--- src/hw/rtl/jitc_pkg.sv ---
`timescale 1ns / 1ps
// ----------------------------------------------------------------------------
// JSON integer token checker package
// Shared types, character codes and the token arithmetic helpers.
// ----------------------------------------------------------------------------
package jitc_pkg;

  localparam logic [7:0] CharMinus     = 8'h2D;
  localparam logic [7:0] CharZero      = 8'h30;
  localparam logic [7:0] CharNine      = 8'h39;
  localparam logic [7:0] CharDot       = 8'h2E;
  localparam logic [7:0] CharExpLower  = 8'h65;
  localparam logic [7:0] CharExpUpper  = 8'h45;
  localparam logic [7:0] CharBackslash = 8'h5C;
  localparam logic [7:0] CharQuote     = 8'h22;

  localparam logic [63:0] MagLimitPos = 64'h7FFF_FFFF_FFFF_FFFF;
  localparam logic [63:0] MagLimitNeg = 64'h8000_0000_0000_0000;
  localparam logic [4:0]  DigitCntMax = 5'd31;
  localparam logic [31:0] TokenCntMax = 32'hFFFF_FFFF;

  typedef enum logic {
    KindToken   = 1'b0,
    KindSummary = 1'b1
  } kind_e;

  typedef enum logic [1:0] {
    StOk        = 2'd0,
    StMalformed = 2'd1,
    StFraction  = 2'd2,
    StRange     = 2'd3
  } status_e;

  // Open number token state
  typedef struct packed {
    logic        in_num;
    logic        neg;
    logic [4:0]  dcnt;
    logic        fzero;
    logic [63:0] mag;
    logic        ovf;
  } num_t;

  typedef struct packed {
    kind_e       report_kind;
    status_e     status;
    logic [63:0] token_value;
    logic [31:0] token_count;
    logic        last_report;
  } result_t;

  // Results produced by one byte, toward the output queue
  typedef struct packed {
    logic [1:0] cnt;
    result_t    r0;
    result_t    r1;
  } push_t;

  function automatic logic is_digit(logic [7:0] c);
    return c inside {[CharZero:CharNine]};
  endfunction

  function automatic logic [31:0] sat_inc(logic [31:0] v);
    return (v == TokenCntMax) ? v : v + 32'd1;
  endfunction

  // mag * 10 + d, with overflow past 2^64-1 freezing the magnitude
  function automatic num_t add_digit(num_t n, logic [7:0] c);
    num_t        r;
    logic [3:0]  d;
    logic [67:0] prod;
    r = n;
    d = 4'(c - CharZero);
    if (r.dcnt != DigitCntMax) r.dcnt = r.dcnt + 5'd1;
    if (r.dcnt == 5'd1) r.fzero = (d == 4'd0);
    if (!r.ovf) begin
      prod = {1'b0, n.mag, 3'b000} + {3'b000, n.mag, 1'b0} + 68'(d);
      if (prod[67:64] != 4'd0) r.ovf = 1'b1;
      else r.mag = prod[63:0];
    end
    return r;
  endfunction

  function automatic num_t open_number(logic [7:0] c);
    num_t r;
    r        = '0;
    r.in_num = 1'b1;
    r.neg    = (c == CharMinus);
    if (!r.neg) r = add_digit(r, c);
    return r;
  endfunction

  function automatic status_e close_status(num_t n, logic has_next, logic [7:0] c);
    logic [63:0] limit;
    status_e     st;
    limit = n.neg ? MagLimitNeg : MagLimitPos;
    if (n.dcnt == 5'd0 || (n.dcnt > 5'd1 && n.fzero)) st = StMalformed;
    else if (has_next && (c inside {CharDot, CharExpLower, CharExpUpper}))
      st = StFraction;
    else if (n.ovf || n.mag > limit) st = StRange;
    else st = StOk;
    return st;
  endfunction

  function automatic logic [63:0] token_value(num_t n, status_e st);
    logic [63:0] v;
    v = 64'd0;
    if (st == StOk) v = n.neg ? (64'd0 - n.mag) : n.mag;
    return v;
  endfunction

endpackage

--- src/hw/rtl/jitc_in_if.sv ---
`timescale 1ns / 1ps
// ----------------------------------------------------------------------------
// JSON text input channel
// Valid/ready channel carrying one text byte and the end of text mark.
// ----------------------------------------------------------------------------
interface jitc_in_if;
  logic       valid;
  logic       ready;
  logic [7:0] text_byte;
  logic       end_of_text;

  modport source (output valid, output text_byte, output end_of_text, input ready);
  modport sink   (input valid, input text_byte, input end_of_text, output ready);
endinterface

--- src/hw/rtl/jitc_out_if.sv ---
`timescale 1ns / 1ps
// ----------------------------------------------------------------------------
// Report output channel
// Valid/ready channel carrying one token report or end of text summary.
// ----------------------------------------------------------------------------
interface jitc_out_if;
  logic               valid;
  logic               ready;
  logic               report_kind;
  logic [1:0]         status;
  logic signed [63:0] token_value;
  logic [31:0]        token_count;
  logic               last_report;

  modport source (output valid, output report_kind, output status, output token_value,
                  output token_count, output last_report, input ready);
  modport sink   (input valid, input report_kind, input status, input token_value,
                  input token_count, input last_report, output ready);
endinterface

--- src/hw/rtl/jitc_scan.sv ---
`timescale 1ns / 1ps
// ----------------------------------------------------------------------------
// Byte scanner
// Input register, scan state and the per-byte update that yields up to two
// reports per byte.
// ----------------------------------------------------------------------------
module jitc_scan (
  input  logic              clk_i,
  input  logic              rst_ni,
  jitc_in_if.sink           in_i,
  input  logic              space_i,
  output jitc_pkg::push_t   push_o
);

  logic                 in_valid_q;
  logic [7:0]           byte_q;
  logic                 eot_q;
  logic                 fire;

  jitc_pkg::num_t       num_q, num_d;
  logic                 str_q, str_d;
  logic                 esc_q, esc_d;
  logic                 err_q, err_d;
  jitc_pkg::status_e    ferr_q, ferr_d;
  logic [31:0]          cnt_q, cnt_d;

  jitc_pkg::result_t    res0, res1;
  logic [1:0]           n;
  logic                 consumed;
  jitc_pkg::status_e    st;

  assign fire       = in_valid_q && space_i;
  assign in_i.ready = !in_valid_q || fire;

  always_ff @(posedge clk_i or negedge rst_ni) begin
    if (!rst_ni) begin
      in_valid_q <= 1'b0;
    end else if (in_i.ready) begin
      in_valid_q <= in_i.valid;
    end
  end

  always_ff @(posedge clk_i) begin
    if (in_i.valid && in_i.ready) begin
      byte_q <= in_i.text_byte;
      eot_q  <= in_i.end_of_text;
    end
  end

  always_comb begin
    num_d    = num_q;
    str_d    = str_q;
    esc_d    = esc_q;
    err_d    = err_q;
    ferr_d   = ferr_q;
    cnt_d    = cnt_q;
    res0     = '0;
    res1     = '0;
    n        = 2'd0;
    consumed = 1'b0;
    st       = jitc_pkg::StOk;

    if (!err_q) begin
      if (num_q.in_num) begin
        if (jitc_pkg::is_digit(byte_q)) begin
          num_d    = jitc_pkg::add_digit(num_q, byte_q);
          consumed = 1'b1;
        end else begin
          st    = jitc_pkg::close_status(num_q, 1'b1, byte_q);
          cnt_d = jitc_pkg::sat_inc(cnt_d);
          res0.report_kind = jitc_pkg::KindToken;
          res0.status      = st;
          res0.token_value = jitc_pkg::token_value(num_q, st);
          res0.token_count = cnt_d;
          if (st != jitc_pkg::StOk) begin
            err_d  = 1'b1;
            ferr_d = st;
          end
          num_d    = '0;
          n        = 2'd1;
          consumed = (st != jitc_pkg::StOk);
        end
      end

      if (!consumed) begin
        if (str_d) begin
          if (esc_d) esc_d = 1'b0;
          else if (byte_q == jitc_pkg::CharBackslash) esc_d = 1'b1;
          else if (byte_q == jitc_pkg::CharQuote) str_d = 1'b0;
        end else if (byte_q == jitc_pkg::CharQuote) begin
          str_d = 1'b1;
        end else if (byte_q == jitc_pkg::CharMinus || jitc_pkg::is_digit(byte_q)) begin
          num_d = jitc_pkg::open_number(byte_q);
        end
      end

      // token still open at end of text: no following byte
      if (eot_q && num_d.in_num && !err_d) begin
        st    = jitc_pkg::close_status(num_d, 1'b0, byte_q);
        cnt_d = jitc_pkg::sat_inc(cnt_d);
        if (n == 2'd0) begin
          res0.report_kind = jitc_pkg::KindToken;
          res0.status      = st;
          res0.token_value = jitc_pkg::token_value(num_d, st);
          res0.token_count = cnt_d;
          n                = 2'd1;
        end
        if (st != jitc_pkg::StOk) begin
          err_d  = 1'b1;
          ferr_d = st;
        end
        num_d = '0;
      end
    end

    if (eot_q) begin
      if (n == 2'd0) begin
        res0.report_kind = jitc_pkg::KindSummary;
        res0.status      = err_d ? ferr_d : jitc_pkg::StOk;
        res0.token_value = 64'd0;
        res0.token_count = cnt_d;
      end else begin
        res1.report_kind = jitc_pkg::KindSummary;
        res1.status      = err_d ? ferr_d : jitc_pkg::StOk;
        res1.token_value = 64'd0;
        res1.token_count = cnt_d;
      end
      n      = n + 2'd1;
      num_d  = '0;
      str_d  = 1'b0;
      esc_d  = 1'b0;
      err_d  = 1'b0;
      ferr_d = jitc_pkg::StOk;
      cnt_d  = 32'd0;
    end

    if (n == 2'd2) res1.last_report = 1'b1;
    else if (n == 2'd1) res0.last_report = 1'b1;
  end

  always_ff @(posedge clk_i or negedge rst_ni) begin
    if (!rst_ni) begin
      num_q  <= '0;
      str_q  <= 1'b0;
      esc_q  <= 1'b0;
      err_q  <= 1'b0;
      ferr_q <= jitc_pkg::StOk;
      cnt_q  <= 32'd0;
    end else if (fire) begin
      num_q  <= num_d;
      str_q  <= str_d;
      esc_q  <= esc_d;
      err_q  <= err_d;
      ferr_q <= ferr_d;
      cnt_q  <= cnt_d;
    end
  end

  assign push_o.cnt = fire ? n : 2'd0;
  assign push_o.r0  = res0;
  assign push_o.r1  = res1;

endmodule

--- src/hw/rtl/jitc_out_fifo.sv ---
`timescale 1ns / 1ps
// ----------------------------------------------------------------------------
// Report queue
// Small register queue taking up to two reports per cycle and handing out
// one per transfer on the output channel.
// ----------------------------------------------------------------------------
module jitc_out_fifo #(
  parameter int unsigned Depth = 4
) (
  input  logic            clk_i,
  input  logic            rst_ni,
  input  jitc_pkg::push_t push_i,
  output logic            space_o,
  jitc_out_if.source      out_o
);

  localparam int unsigned AW = (Depth > 1) ? $clog2(Depth) : 1;
  localparam int unsigned CW = $clog2(Depth + 1);
  localparam logic [AW-1:0] LastIdx = AW'(Depth - 1);

  jitc_pkg::result_t mem_q [Depth];
  logic [AW-1:0]     wr_q, wr_d, wr_nxt, rd_q, rd_d;
  logic [CW-1:0]     cnt_q, cnt_d;
  logic              pop;
  jitc_pkg::result_t head;

  assign wr_nxt  = (wr_q == LastIdx) ? '0 : wr_q + AW'(1);
  assign pop     = out_o.valid && out_o.ready;
  assign space_o = (cnt_q <= CW'(Depth - 2));

  always_comb begin
    wr_d = wr_q;
    if (push_i.cnt == 2'd1) wr_d = wr_nxt;
    else if (push_i.cnt == 2'd2) wr_d = (wr_nxt == LastIdx) ? '0 : wr_nxt + AW'(1);
    rd_d = rd_q;
    if (pop) rd_d = (rd_q == LastIdx) ? '0 : rd_q + AW'(1);
    cnt_d = cnt_q + CW'(push_i.cnt) - CW'(pop);
  end

  always_ff @(posedge clk_i or negedge rst_ni) begin
    if (!rst_ni) begin
      wr_q  <= '0;
      rd_q  <= '0;
      cnt_q <= '0;
    end else begin
      wr_q  <= wr_d;
      rd_q  <= rd_d;
      cnt_q <= cnt_d;
    end
  end

  always_ff @(posedge clk_i) begin
    if (push_i.cnt != 2'd0) mem_q[wr_q] <= push_i.r0;
    if (push_i.cnt == 2'd2) mem_q[wr_nxt] <= push_i.r1;
  end

  assign head              = mem_q[rd_q];
  assign out_o.valid       = (cnt_q != '0);
  assign out_o.report_kind = head.report_kind;
  assign out_o.status      = head.status;
  assign out_o.token_value = head.token_value;
  assign out_o.token_count = head.token_count;
  assign out_o.last_report = head.last_report;

endmodule

--- src/hw/rtl/json_integer_token_checker_top.sv ---
`timescale 1ns / 1ps
// ----------------------------------------------------------------------------
// JSON integer token checker
// Scans JSON text a byte per transfer and reports each integer token and a
// summary at the end of the text.
//
// in_i carries text_byte and end_of_text; out_o carries one report per
// transfer: a token report (report_kind 0) or the end of text summary
// (report_kind 1), last_report marking the final report caused by a byte.
// A byte causes zero, one or two reports.
// A transferred byte waits in the input register until the report queue has
// room; it is then processed and its reports are written to the queue.
// Throughput: one byte per cycle while bytes cause at most one report and
// out_o does not stall; the output channel moves one report per cycle while
// out_o is ready, so two-report bytes slow the input. The input register and
// the report queue of OutDepth entries set these figures; a byte is processed
// only when two queue slots are free.
// Reset clears the scan state, the token count, the error latch and the
// queue. When out_o stalls, reports wait in the queue and in_i keeps taking
// bytes until the queue is nearly full, then drops ready.
// ----------------------------------------------------------------------------
module json_integer_token_checker_top #(
  parameter int unsigned OutDepth = 4
) (
  input  logic       clk_i,
  input  logic       rst_ni,
  jitc_in_if.sink    in_i,
  jitc_out_if.source out_o
);

  jitc_pkg::push_t push;
  logic            space;

  jitc_scan u_scan (
    .clk_i   (clk_i),
    .rst_ni  (rst_ni),
    .in_i    (in_i),
    .space_i (space),
    .push_o  (push)
  );

  jitc_out_fifo #(
    .Depth (OutDepth)
  ) u_out_fifo (
    .clk_i   (clk_i),
    .rst_ni  (rst_ni),
    .push_i  (push),
    .space_o (space),
    .out_o   (out_o)
  );

  a_summary_last : assert property (@(posedge clk_i) disable iff (!rst_ni)
    out_o.valid && out_o.report_kind == jitc_pkg::KindSummary |-> out_o.last_report)
    else $error("summary report not marked last");

  a_summary_zero : assert property (@(posedge clk_i) disable iff (!rst_ni)
    out_o.valid && out_o.report_kind == jitc_pkg::KindSummary |-> out_o.token_value == 64'sd0)
    else $error("summary report carries a value");

  a_err_zero : assert property (@(posedge clk_i) disable iff (!rst_ni)
    out_o.valid && out_o.status != jitc_pkg::StOk |-> out_o.token_value == 64'sd0)
    else $error("failing token carries a value");

endmodule
--- src/flat_wrapper.sv ---
// flat-port wrapper written by rule: the top's interface ports become plain ports
module json_integer_token_checker_top_flat 
#(
  parameter int unsigned OutDepth = 4
)
  (clk_i, rst_ni, in_i_valid, in_i_text_byte, in_i_end_of_text, in_i_ready, out_o_valid, out_o_report_kind, out_o_status, out_o_token_value, out_o_token_count, out_o_last_report, out_o_ready);
  jitc_in_if in_i_i ();
  jitc_out_if out_o_i ();
  input  logic clk_i;
  input  logic rst_ni;
  input wire logic [$bits(in_i_i.valid)-1:0] in_i_valid;
  input wire logic [$bits(in_i_i.text_byte)-1:0] in_i_text_byte;
  input wire logic [$bits(in_i_i.end_of_text)-1:0] in_i_end_of_text;
  output wire logic [$bits(in_i_i.ready)-1:0] in_i_ready;
  output wire logic [$bits(out_o_i.valid)-1:0] out_o_valid;
  output wire logic [$bits(out_o_i.report_kind)-1:0] out_o_report_kind;
  output wire logic [$bits(out_o_i.status)-1:0] out_o_status;
  output wire logic [$bits(out_o_i.token_value)-1:0] out_o_token_value;
  output wire logic [$bits(out_o_i.token_count)-1:0] out_o_token_count;
  output wire logic [$bits(out_o_i.last_report)-1:0] out_o_last_report;
  input wire logic [$bits(out_o_i.ready)-1:0] out_o_ready;
  assign in_i_i.valid = in_i_valid;
  assign in_i_i.text_byte = in_i_text_byte;
  assign in_i_i.end_of_text = in_i_end_of_text;
  assign in_i_ready = in_i_i.ready;
  assign out_o_valid = out_o_i.valid;
  assign out_o_report_kind = out_o_i.report_kind;
  assign out_o_status = out_o_i.status;
  assign out_o_token_value = out_o_i.token_value;
  assign out_o_token_count = out_o_i.token_count;
  assign out_o_last_report = out_o_i.last_report;
  assign out_o_i.ready = out_o_ready;
  json_integer_token_checker_top #(.OutDepth(OutDepth)) u_core (.clk_i(clk_i), .rst_ni(rst_ni), .in_i(in_i_i), .out_o(out_o_i));
endmodule
--- config.mk ---
export PLATFORM = sky130hd
export DESIGN_NAME = json_integer_token_checker_top_flat
export DESIGN_NICKNAME = d
export VERILOG_FILES = /design/src/hw/rtl/jitc_pkg.sv /design/src/hw/rtl/jitc_in_if.sv /design/src/hw/rtl/jitc_out_if.sv /design/src/hw/rtl/jitc_scan.sv /design/src/hw/rtl/jitc_out_fifo.sv /design/src/hw/rtl/json_integer_token_checker_top.sv /design/src/flat_wrapper.sv
export SDC_FILE = /design/constraint.sdc
export NUM_CORES = 2
export LEC_CHECK = 0
export ABC_AREA = 1
export ABC_CLOCK_PERIOD_IN_PS = 15400
export BUFFER_PORTS_ARGS = -buffer_cell sky130_fd_sc_hd__clkbuf_2
export CAP_MARGIN = 20
export CORE_MARGIN = 2
export CORE_UTILIZATION = 33
export DETAILED_ROUTE_END_ITERATION = 10
export GPL_TIMING_DRIVEN = 0
export PLACE_DENSITY_LB_ADDON = 0.3
export SLEW_MARGIN = 40
export SYNTH_ARGS = -nofsm -noshare
export SYNTH_HDL_FRONTEND = slang
export SYNTH_HIERARCHICAL = 1
export SYNTH_SLANG_ARGS = --single-unit
--- constraint.sdc ---
create_clock -name clk_i -period 15.4 [get_ports clk_i]
set_clock_uncertainty 0.1 [all_clocks]
set_input_delay 0 -clock clk_i [delete_from_list [all_inputs] [get_ports clk_i]]
set_output_delay 0 -clock clk_i [all_outputs]
set_load 0.05 [all_outputs]
==> results.toml <==
[run_status]
status = "complete, but fails checks"
failed_checks = "hold timing"

[setup_path]
cp-end-kind = "flip-flop"
start_kind = "flip-flop"
cp_slowest_cell = "dfrtp_4"
critPathKind = "reg2reg"
path_max_fanout = 71
worst_ep_arrival_time_ps = 11150
worstPathRequired_ps = 15780
slowest_delay_ps = 630
cp_common_cell = "nand2_1"

[synthesis]
netlist_area_mm2 = 0.04425
synth_top_family_by_area = "simple AND/OR/NAND/NOR gates"
synth_common_cells = "nand2_1 (1635), nor2_1 (728), o21ai_0 (663)"
synth.most_common_cell = "nand2_1"
yosysUniqueCellTypes = 63
synth-edff-count = 409
synth_top_flop_cell = "edfxtp_1"
ys_seq_area_share_pct = 34.43
synth_xor_area_share_pct = 2.652
synth.top_cell.area_share_pct = 27.75
synth-compound-area-share_pct = 17.28
synthArstFlopShare_pct = 22.39
netlist_instances = 6330
yosysWarnings = 6
syn_avg_cell_area_um2 = 6.991
yosys.area_share.simple_pct = 27.95
synth_mux_area_share_pct = 0
synth_area_leaders = "edfxtp_1 (28%), nand2_1 (14%), ha_1 (7.9%)"
synth_seq_cells = 527
synth_fa_ha_area_share_pct = 7.996
synth_top_area_cell = "edfxtp_1"

[pwr]
p_per_area_mw_per_mm2 = 128.2
power_frac_comb_pct = 47.6
power_switching_w = 0.003065
p_int_w = 0.003372
power_leakage_nw = 22.78
swShare_pct = 47.62
p_seq_share_pct = 28.1
peakVddDrop_mv = 0.1530
power_frac_clock_pct = 24.4

[clocking]
clock_latency_ps = 660
clkTransAtPathRegs_ps = 60
htreeDepth = 2
clock_path_buffers = 3
cts_buffers = 58
cts_tree = "built"
clock_sinks = 527
postCtsSetupBuffers = 0
root_buffer = "clkbuf_16"

[sta]
clock.fmax_ghz = 0.09281
hold_slack_ps = -1.510
min_period_over_period_pct = 69.97
slew_headroom_pct = 39.78
slew_viol_final = 0
hold_viol = 1
min_period_ps = 10780
rsz0062_at_grt = "false"
finalSetupViolations = 0
tightest_slew_ps = 903.3

[place]
numPortBuffers = 114
placed_area_mm2 = 0.04790
hpwl_mm = 142.3
gp_congestion = 1.003
placedCellCount = 8309

[detailed_routing]
dr_total_vias = 45197
routed_via_density = 5.360
drtPass1Iterations = 9
wl_per_cell_um = 21.32
totalWireLength_mm = 179.8
drtAntennaViolNets = 0
drt_iter0_drc = 4922
drcViolationCount = 0

[worst_hold_path]
hold_path.class = "in2reg"

[global_routing]
globalRouteTotalUtil_pct = 25.31
antenna_found_initial = 7
grt_max_degree = 72
grt_pass1_vias = 41404
grt_overflow = 0
grt_pass1_wl_mm = 263.2

[cells_and_area]
drive_above_1_share_pct = 8.884
utilization_pct = 37.67
nNetsFinal = 6909
syn2layout_area_growth_pct = 13.47
diodes = 0
design_area_mm2 = 0.05021
final_cells = 8432

[floorplanning]
rows = 134
initial_utilization_pct = 33.20
io_pins = 115
die-area_mm2 = 0.1370
die_h_um = 370.2
coreArea_mm2 = 0.1333
fp.dieW_um = 370.2

[flow_run]
max_cap_viol_count = 0
[stage by stage]
stage               setup TNS, ps  power [W]  setup slack [ps]
global route                    0   0.006720              4398
global placement         -2594220   0.004883             -6731
CTS                             0   0.006438              4526
detailed placement              0   0.004869              4587
finish                          0   0.006437              4625
floorplan                       0   0.003865              2633
[state kept, by name, indices dropped and copies added, names as in the netlist]
| register | cells |
|---|---|
| u_core/u_scan/cnt_q | 32 |
| u_core/u_scan/err_q | 1 |
| u_core/u_out_fifo/cnt_q | 3 |
| u_core/u_scan/str_q | 1 |
| u_core/u_scan/ferr_q | 2 |
| u_core/u_out_fifo/wr_q | 2 |
| u_core/u_scan/num_q | 73 |
| u_core/u_scan/esc_q | 1 |
| u_core/u_out_fifo/rd_q | 2 |
| u_core/u_scan/in_valid_q | 1 |
| u_core/u_scan/eot_q | 1 |
| u_core/u_scan/byte_q | 8 |
| u_core/u_out_fifo/mem_q | 400 |
[worst max-delay path: cells and delay by family (launching register included)]
family / cells / cell delay [ps]
AO/OA/AOI/OAI: 5 / 1720
adder cells (fa/ha/maj): 2 / 490
buffers and inverters: 10 / 3480
flip-flops: 1 / 630
AND/OR/NAND/NOR: 19 / 4060
[path summary, 6_finish.rpt]
check                                                            to  slack [ps]  cells after the start                                start
hold / removal                    u_core/u_scan/byte_q[2]$_DFFE_PP_          -2                      2                    in_i_text_byte[2]
setup reg to reg           u_core/u_out_fifo/mem_q[1][38]$_DFFE_PP_        4620                     36  u_core/u_scan/num_q[71]$_DFFE_PN0P_
max in group asynchronous       u_core/u_scan/num_q[53]$_DFFE_PN0P_       14420                      4                               rst_ni
setup / recovery           u_core/u_out_fifo/mem_q[1][38]$_DFFE_PP_        4620                     36  u_core/u_scan/num_q[71]$_DFFE_PN0P_
hold reg to reg                 u_core/u_scan/ferr_q[0]$_DFFE_PN0P_         400                      2  u_core/u_scan/ferr_q[0]$_DFFE_PN0P_
min in group asynchronous       u_core/u_scan/num_q[72]$_DFFE_PN0P_         440                      4                               rst_ni
[power by group through the flow]
stage / logic [W] / registers (W) / clock network [W]
2_1_floorplan: 0.00200 / 0.00186 / 0
3_3_place_gp: 0.00296 / 0.00193 / 0
3_5_place_dp: 0.00304 / 0.00183 / 0
4_1_cts: 0.00305 / 0.00181 / 0.00159
5_1_grt: 0.00326 / 0.00182 / 0.00164
6_report: 0.00306 / 0.00181 / 0.00157
[cell usage in the layout, fill, tap and decap left out, types with 90 or more instances in the layout]
master / instances
buf_4: 90
clkbuf_1: 164
o21ai_0: 655
a21oi_1: 272
o22ai_1: 94
nand3_1: 355
dfrtp_1: 117
xor2_1: 99
nand2_1: 1635
ha_1: 278
nor2_1: 727
o21ai_1: 265
edfxtp_1: 409
inv_1: 585
clkbuf_2: 115
[layout make-up]
cell class / instances / area (um^2)
multi-input combinational: 4892 / 25030
inverter: 615 / 2310
clock buffer: 64 / 1515
timing repair buffer: 162 / 1295
clock inverter: 45 / 628.1
fill: 14142 / 83080
buffer: 359 / 1987
tap: 1768 / 2212
sequential: 527 / 15240
[timing repair]
item                                   in CTS  in global routing
gates resized for setup                     0                  0
hold buffers                               14                  0
endpoints found under the hold margin     139                  0
[cell families after synthesis]
kind of cell,Yosys count
and+or+nand+nor,2982
other,1
buffers and inverters,974
xor gates and xnor gates,134
adders and majority gates,281
DFF,527
AOI/OAI and AO/OA,1431
[routing by layer]
metal / up-vias / GRT usage (%) / part of all wire, %
li1: 21693 / - / -
met1: 21232 / 35.45 / 44
met2: 1970 / 40.63 / 45
met3: 292 / 2.643 / 8.0
met4: 10 / 8.326 / 3.5
met5: - / 0 / 0.037
(Power assumes the default switching activity.)
